## config.mk

```make
export PLATFORM = sky130hd
export DESIGN_NAME = ppn_ctrl
export DESIGN_NICKNAME = d
export VERILOG_FILES = /design/src/ppn_pkg.sv /design/src/ppn_ctrl.sv
export SDC_FILE = /design/constraint.sdc
export NUM_CORES = 1
export LEC_CHECK = 0
export ABC_CLOCK_PERIOD_IN_PS = 1700
export BUFFER_PORTS_ARGS = -buffer_cell sky130_fd_sc_hd__clkbuf_2
export CAP_MARGIN = 20
export CORE_MARGIN = 3
export CORE_UTILIZATION = 40
export CTS_BUF_LIST = sky130_fd_sc_hd__clkbuf_2 sky130_fd_sc_hd__clkbuf_4 sky130_fd_sc_hd__clkbuf_8
export CTS_CLUSTER_DIAMETER = 30
export CTS_CLUSTER_SIZE = 28
export DETAILED_ROUTE_END_ITERATION = 6
export PLACE_DENSITY = 0.58
export SLEW_MARGIN = 20
export SYNTH_ARGS = -nofsm -noshare
export SYNTH_HDL_FRONTEND = slang
export SYNTH_SLANG_ARGS = --single-unit
export TNS_END_PERCENT = 1
```

## constraint.sdc

```tcl
create_clock -name clk -period 1.7 [get_ports clk]
set_input_delay 0.085 -clock clk [delete_from_list [all_inputs] [get_ports clk]]
set_output_delay 0.085 -clock clk [all_outputs]
set_load 0.01 [all_outputs]
```

## src/ppn_pkg.sv

```systemverilog
// ----------------------------------------------------------------------------
// ppn_pkg
// shared types and constants of the newell polygon plane unit
// ----------------------------------------------------------------------------
`timescale 1ns / 1ps
`default_nettype none

package ppn_pkg;

	localparam int COORD_W   = 16;
	localparam int PROD_W    = 34;
	localparam int ACC_W     = 48;
	localparam int NORM_W    = 16;
	localparam int OFFSET_W  = 24;
	localparam int FRAC_W    = 24;
	localparam int SQ_W      = 50;
	localparam int ROOT_W    = 25;
	localparam int REM_W     = 27;
	localparam int QUO_W     = 15;
	localparam int DREM_W    = 26;
	localparam int NUM_W     = 39;
	localparam int DOT_W     = 34;
	localparam int THR_W     = 16;
	localparam int CNT_W     = 5;
	localparam int ADDR_W    = 3;
	localparam int DATA_W    = 32;
	localparam int SQRT_STEPS = 25;
	localparam int AXES      = 3;

	localparam logic REG_THRESHOLD = 1'b0;
	localparam logic [THR_W-1:0] THRESHOLD_RESET = 16'd1;

	typedef enum logic [4:0] {
		OP_NONE,
		OP_LOAD,
		OP_EDGE_MUL,
		OP_CLOSE_MUL,
		OP_EDGE_ADD,
		OP_CLOSE_ADD,
		OP_MAG,
		OP_CHECK,
		OP_SHIFT,
		OP_SQ_MUL,
		OP_SQ_SUM,
		OP_SQRT,
		OP_DIV_INIT,
		OP_DIV_STEP,
		OP_DIV_END,
		OP_DOT_MUL,
		OP_DOT_SUM
	} dp_op_t;

	typedef struct packed {
		dp_op_t     op;
		logic [1:0] comp;
		logic       emit;
	} cmd_t;

	typedef struct packed {
		logic active;
		logic degen;
		logic norm_done;
	} status_t;

endpackage

`default_nettype wire

```

## src/ppn_ctrl.sv

```systemverilog
// ----------------------------------------------------------------------------
// ppn_ctrl
// sequencer: vertex accumulation, normalization steps and result hand-off
// ----------------------------------------------------------------------------
`timescale 1ns / 1ps
`default_nettype none

module ppn_ctrl (
	input  wire logic             clk,
	input  wire logic             arst_n,
	input  wire logic             in_valid,
	input  wire logic             in_last,
	output logic                  in_ready,
	output logic                  out_valid,
	input  wire logic             out_ready,
	input  wire ppn_pkg::status_t status,
	output ppn_pkg::cmd_t         cmd
);
	import ppn_pkg::*;

	typedef enum logic [4:0] {
		S_IDLE, S_EDGE_MUL, S_EDGE_ADD, S_CLOSE_MUL, S_CLOSE_ADD, S_MAG, S_CHECK,
		S_SHIFT, S_SQ_MUL, S_SQ_SUM, S_SQRT, S_DIV_INIT, S_DIV_STEP, S_DIV_END,
		S_DOT_MUL, S_DOT_SUM, S_EMIT
	} state_t;

	state_t           state_q;
	logic             last_q;
	logic [CNT_W-1:0] cnt_q;
	logic [1:0]       comp_q;
	logic             out_valid_q;
	logic             emit;

	assign in_ready  = (state_q == S_IDLE);
	assign out_valid = out_valid_q;
	assign emit      = (state_q == S_EMIT) && (!out_valid_q || out_ready);

	always_comb begin
		cmd.op   = OP_NONE;
		cmd.comp = comp_q;
		cmd.emit = emit;
		unique case (state_q)
			S_IDLE:      cmd.op = in_valid ? OP_LOAD : OP_NONE;
			S_EDGE_MUL:  cmd.op = OP_EDGE_MUL;
			S_EDGE_ADD:  cmd.op = OP_EDGE_ADD;
			S_CLOSE_MUL: cmd.op = OP_CLOSE_MUL;
			S_CLOSE_ADD: cmd.op = OP_CLOSE_ADD;
			S_MAG:       cmd.op = OP_MAG;
			S_CHECK:     cmd.op = OP_CHECK;
			S_SHIFT:     cmd.op = (status.degen || status.norm_done) ? OP_NONE : OP_SHIFT;
			S_SQ_MUL:    cmd.op = OP_SQ_MUL;
			S_SQ_SUM:    cmd.op = OP_SQ_SUM;
			S_SQRT:      cmd.op = OP_SQRT;
			S_DIV_INIT:  cmd.op = OP_DIV_INIT;
			S_DIV_STEP:  cmd.op = OP_DIV_STEP;
			S_DIV_END:   cmd.op = OP_DIV_END;
			S_DOT_MUL:   cmd.op = OP_DOT_MUL;
			S_DOT_SUM:   cmd.op = OP_DOT_SUM;
			S_EMIT:      cmd.op = OP_NONE;
			default:     cmd.op = OP_NONE;
		endcase
	end

	always_ff @(posedge clk or negedge arst_n) begin
		if (!arst_n) begin
			state_q     <= S_IDLE;
			last_q      <= 1'b0;
			cnt_q       <= '0;
			comp_q      <= '0;
			out_valid_q <= 1'b0;
		end else begin
			if (emit)
				out_valid_q <= 1'b1;
			else if (out_ready)
				out_valid_q <= 1'b0;
			unique case (state_q)
				S_IDLE: begin
					if (in_valid) begin
						last_q <= in_last;
						if (status.active)
							state_q <= S_EDGE_MUL;
						else if (in_last)
							state_q <= S_CLOSE_MUL;
					end
				end
				S_EDGE_MUL:  state_q <= S_EDGE_ADD;
				S_EDGE_ADD:  state_q <= last_q ? S_CLOSE_MUL : S_IDLE;
				S_CLOSE_MUL: state_q <= S_CLOSE_ADD;
				S_CLOSE_ADD: state_q <= S_MAG;
				S_MAG:       state_q <= S_CHECK;
				S_CHECK:     state_q <= S_SHIFT;
				S_SHIFT: begin
					if (status.degen)
						state_q <= S_DOT_MUL;
					else if (status.norm_done)
						state_q <= S_SQ_MUL;
				end
				S_SQ_MUL: state_q <= S_SQ_SUM;
				S_SQ_SUM: begin
					cnt_q   <= '0;
					state_q <= S_SQRT;
				end
				S_SQRT: begin
					cnt_q <= cnt_q + 1'b1;
					if (cnt_q == CNT_W'(SQRT_STEPS - 1)) begin
						comp_q  <= '0;
						state_q <= S_DIV_INIT;
					end
				end
				S_DIV_INIT: begin
					cnt_q   <= '0;
					state_q <= S_DIV_STEP;
				end
				S_DIV_STEP: begin
					cnt_q <= cnt_q + 1'b1;
					if (cnt_q == CNT_W'(QUO_W - 1))
						state_q <= S_DIV_END;
				end
				S_DIV_END: begin
					if (comp_q == 2'(AXES - 1)) begin
						state_q <= S_DOT_MUL;
					end else begin
						comp_q  <= comp_q + 1'b1;
						state_q <= S_DIV_INIT;
					end
				end
				S_DOT_MUL: state_q <= S_DOT_SUM;
				S_DOT_SUM: state_q <= S_EMIT;
				S_EMIT:    if (emit) state_q <= S_IDLE;
				default:   state_q <= S_IDLE;
			endcase
		end
	end

	a_emit_sets_valid: assert property (@(posedge clk) disable iff (!arst_n)
		emit |=> out_valid_q)
		else $error("result not presented after emit");
	a_sqrt_bound: assert property (@(posedge clk) disable iff (!arst_n)
		state_q == S_SQRT |-> cnt_q < CNT_W'(SQRT_STEPS))
		else $error("square root step count overrun");
	a_div_bound: assert property (@(posedge clk) disable iff (!arst_n)
		state_q == S_DIV_STEP |-> (cnt_q < CNT_W'(QUO_W)) && (comp_q < 2'(AXES)))
		else $error("divider step or component overrun");
	a_mag_after_close: assert property (@(posedge clk) disable iff (!arst_n)
		state_q == S_MAG |-> $past(state_q) == S_CLOSE_ADD)
		else $error("normalization started without closing edge");

endmodule

`default_nettype wire

```

==> impl_results.md <==
* CTS tree: built
* CTS Sinks at 14
* RSZ-0062 raised after global routing: yes
* Gate power share at 60.9%
* Core Region at 2320 µm²
* Max Freq at 584 MHz
* Status: finished with violations
* Row count at 17
* Number of synthesized flops with an enable pin at 0
* Cell with the largest stage delay on the worst path: or4_4
* Critical path arrival at 1.63 ns
* Switching Share at between 40% and 50%
* Pleak at 0.589 nW
* Vias/cell at 5.49
* N_diodes at 0
* Initial antenna violation count at 0
* Final Hold Fails at 0
* Unique masters post-synth at 45
* Die area at 3210 µm²
* Clock transition at the registers of the reported paths at 0.10 ns
* Area Overhead vs Synth at 24.8%
* H-Tree Depth at 1
* CP Launch Type: register
* Max Cap Viol at 0
* Clk root buf: clkbuf_4
* Worst Tran Pin Value at 0.427 ns
* Warnings from Yosys at 0
* P per Cell Area at approximately 1700 nW/µm²
* GRT Overall Usage at 15.2%
* CP Max Fanout at 5
* Place WS at 0.153 ns
* Final worst-path cycle share at 101%
* Final worst slack at -0.0135 ns
* Avg WL per Cell at between 10 and 15 µm
* Fill cells at between 200 and 250
* Cell Area, Synth at approximately 1000 µm²
* Starting Density at 44.3%
* GR Layer Usage met3 at 2.30%
* Worst endpoint required time at 1.62 ns
* P_sw at 0.937 mW
* Crit Path Class: register to output port
* CTS Buf Count at 3
* Pre-antenna DRT Iters at 4
* Vias at 977
* Final setup vio count at 1
* Vias in the first global route at 884
* 1st-iter DRT viols at 23
* # IOs at 18
* Period minus WS final at 1.71 ns
* Pwr Total at 2.17 mW
* Critical Path End Type: output port
* Pin count of the biggest net entering global routing at 15
* Crit-path max cell delay at 0.59 ns
* Crit-path cells: or4_4, a21oi_2, clkbuf_2
* Slew HR at 71.5%
* Placer Congestion at 0.765
* Cells after Synth at 121
* Crit. Startpoint: state_q[3]
* Reg-to-reg startpoint: state_q[2]
* WP buf/inv at 1
* Reg power frac at 27.1%
* GRT busiest layer: met2
* WL final at 2.34 mm
* Hold depth at 2
* Hold EP: last_q
* Worst Hold Class: input port to register
* Min-delay src: in_last
* Worst R2R Path Depth at 6
* Worst R2R Setup Slack at 0.09 ns
* Design Area, Final at approximately 1300 µm²
* Clk buf depth at 2
* Clock Skews at about 0.0039 ns
* Ys async rst share at 100%
* Clk network pwr share at a little under an eighth
* Worst VDD drop at 0.974 mV
* DP HPWL at 1.71 mm
* Remaining DRCs at 0
* Grt met1 use at a little over a fifth
* Die extent in y at between 50 and 60 µm
* ANT nets after route at 0
* Dpl cell area at 1160 µm²
* Post-synthesis sequential area ratio at 34.1%
* First-pass GRT wire length at 3.89 mm
* R2R Path End: state_q[1]
* Share of cells above drive strength 1 at 33.3%
* Register bit total from synthesis at 14
* Syn_nets at 133
* Failing checks: setup timing
* Post-synth top flop: dfrtp_1
* Mapped Avg Cell Area at 8.48 µm²
* Max-slew violations at 0
* Die X at 56.6 µm
* Port bufs at 17
* Nets at 163
* GRT met2 Usage at 23.3%
* Crit path max-delay family: simple AND/OR/NAND/NOR gates
* Worst-Skew Late Latency at 0.30 ns
* Total global routing overflow at 0
* P_int at 1.24 mW
## kinds of logic after synthesis
logic type	synth area share, %
AO/OA/AOI/OAI	19.4
XOR/XNOR	3.42
adder cells (fa/ha/maj)	4.88
buffers and inverters	7.44
flip-flops	34.1
multiplexers	1.46
AND/OR/NAND/NOR	29.3
## per-layer routing
metal  up-vias  share of wire (%)  wire [µm]
met5         -                  0          0
met4         0               0.90         21
met3         2                5.0        118
met2        30                 48       1130
met1       455                 46       1070
li1        490                  -          -
## layout make-up
cell class              instances  area (µm²)  area share [%]
inverters                       7        26.3            2.05
flip-flops and latches         14         355            27.8
clock buffers                   4        36.3            2.83
well taps                      28        35.0            2.74
multi-input cells              92         619            48.4
repair buffers                 33         208            16.2
## power by group through the flow
stage / sequential (mW) / combinational, mW / clock [mW]
floorplan: 0.526 / 0.878 / 0
global placement: 0.608 / 1.13 / 0
detailed placement: 0.608 / 1.15 / 0
CTS: 0.574 / 1.30 / 0.264
global route: 0.612 / 1.48 / 0.279
finish: 0.590 / 1.32 / 0.259
## registers in the layout, summed over array words and instances, names as in the netlist
name / count
last_q: 1
comp_q: 2
state_q: 5
out_valid: 1
cnt_q: 5
## worst register-to-register path, cell delays in order (launching register included)
cell       delay (ns)
dfrtp_2          0.46
buf_4            0.17
buf_4            0.13
nor2b_1          0.21
a22oi_1          0.14
o2111ai_1        0.23
o221ai_1         0.15
## synthesized netlist by cell type (2+ instances only)
master / n / share of area (%)
o22ai_1: 4 / 2.4
nor3b_1: 3 / 2.2
a21oi_1: 3 / 1.5
xor2_1: 3 / 2.6
nor2_1: 7 / 2.6
nand3_1: 5 / 2.4
dfrtp_1: 14 / 34
o21ai_0: 11 / 5.4
nand2b_1: 3 / 1.8
inv_1: 7 / 2.6
ha_1: 4 / 4.9
buf_6: 2 / 2.2
nand2_1: 15 / 5.5
nor2b_1: 4 / 2.4
clkbuf_1: 4 / 1.5
nand4b_1: 2 / 1.7
a22oi_1: 2 / 1.5
## through the flow
step,hold slack [ns],setup TNS [ns],utilization (%),std cells
2_1_floorplan,-0.211,0,-,121
3_3_place_gp,0.0198,0,50.2,167
3_5_place_dp,0.0244,0,50.2,167
4_1_cts,0.0219,0,54.5,178
5_1_grt,0.0292,-0.192,55.2,178
6_report,0.0259,-0.0135,55.2,178
## how the worst max path moves through the flow
stage / cells past startpoint / slack (ns) / to
detailed placement: 5 / 0.15 / state_q[1]
floorplan: 5 / 0.20 / last_q
finish: 3 / -0.01 / cmd[6]
CTS: 3 / 0.005 / cmd[6]
global route: 3 / -0.07 / cmd[6]
global placement: 5 / 0.18 / state_q[1]
## layout by cell type, fill, tap and decap left out, types with 2 or more instances in the layout
master / synthesis / routed
clkbuf_4: 0 / 3
nand3_1: 5 / 5
o21ai_2: 0 / 2
nor2_1: 7 / 7
buf_4: 1 / 15
a22oi_1: 2 / 2
nor2b_1: 4 / 4
dfrtp_1: 14 / 10
clkbuf_2: 0 / 17
ha_1: 4 / 4
o22ai_1: 4 / 4
dfrtp_2: 0 / 4
inv_1: 7 / 7
nand2_1: 15 / 15
nand4b_1: 2 / 2
nand2b_1: 3 / 3
o21ai_0: 11 / 10
nor3b_1: 3 / 3
a21oi_1: 3 / 2
xor2_1: 3 / 3
## repair_timing
action	4_1_cts	5_1_grt
resized for setup	5	4
setup buffers	6	0
endpoints found under the setup margin	2	5
hold endpoints to repair	14	0
hold buffers	1	0
Note: power is estimated with default switching activity, not from simulation.
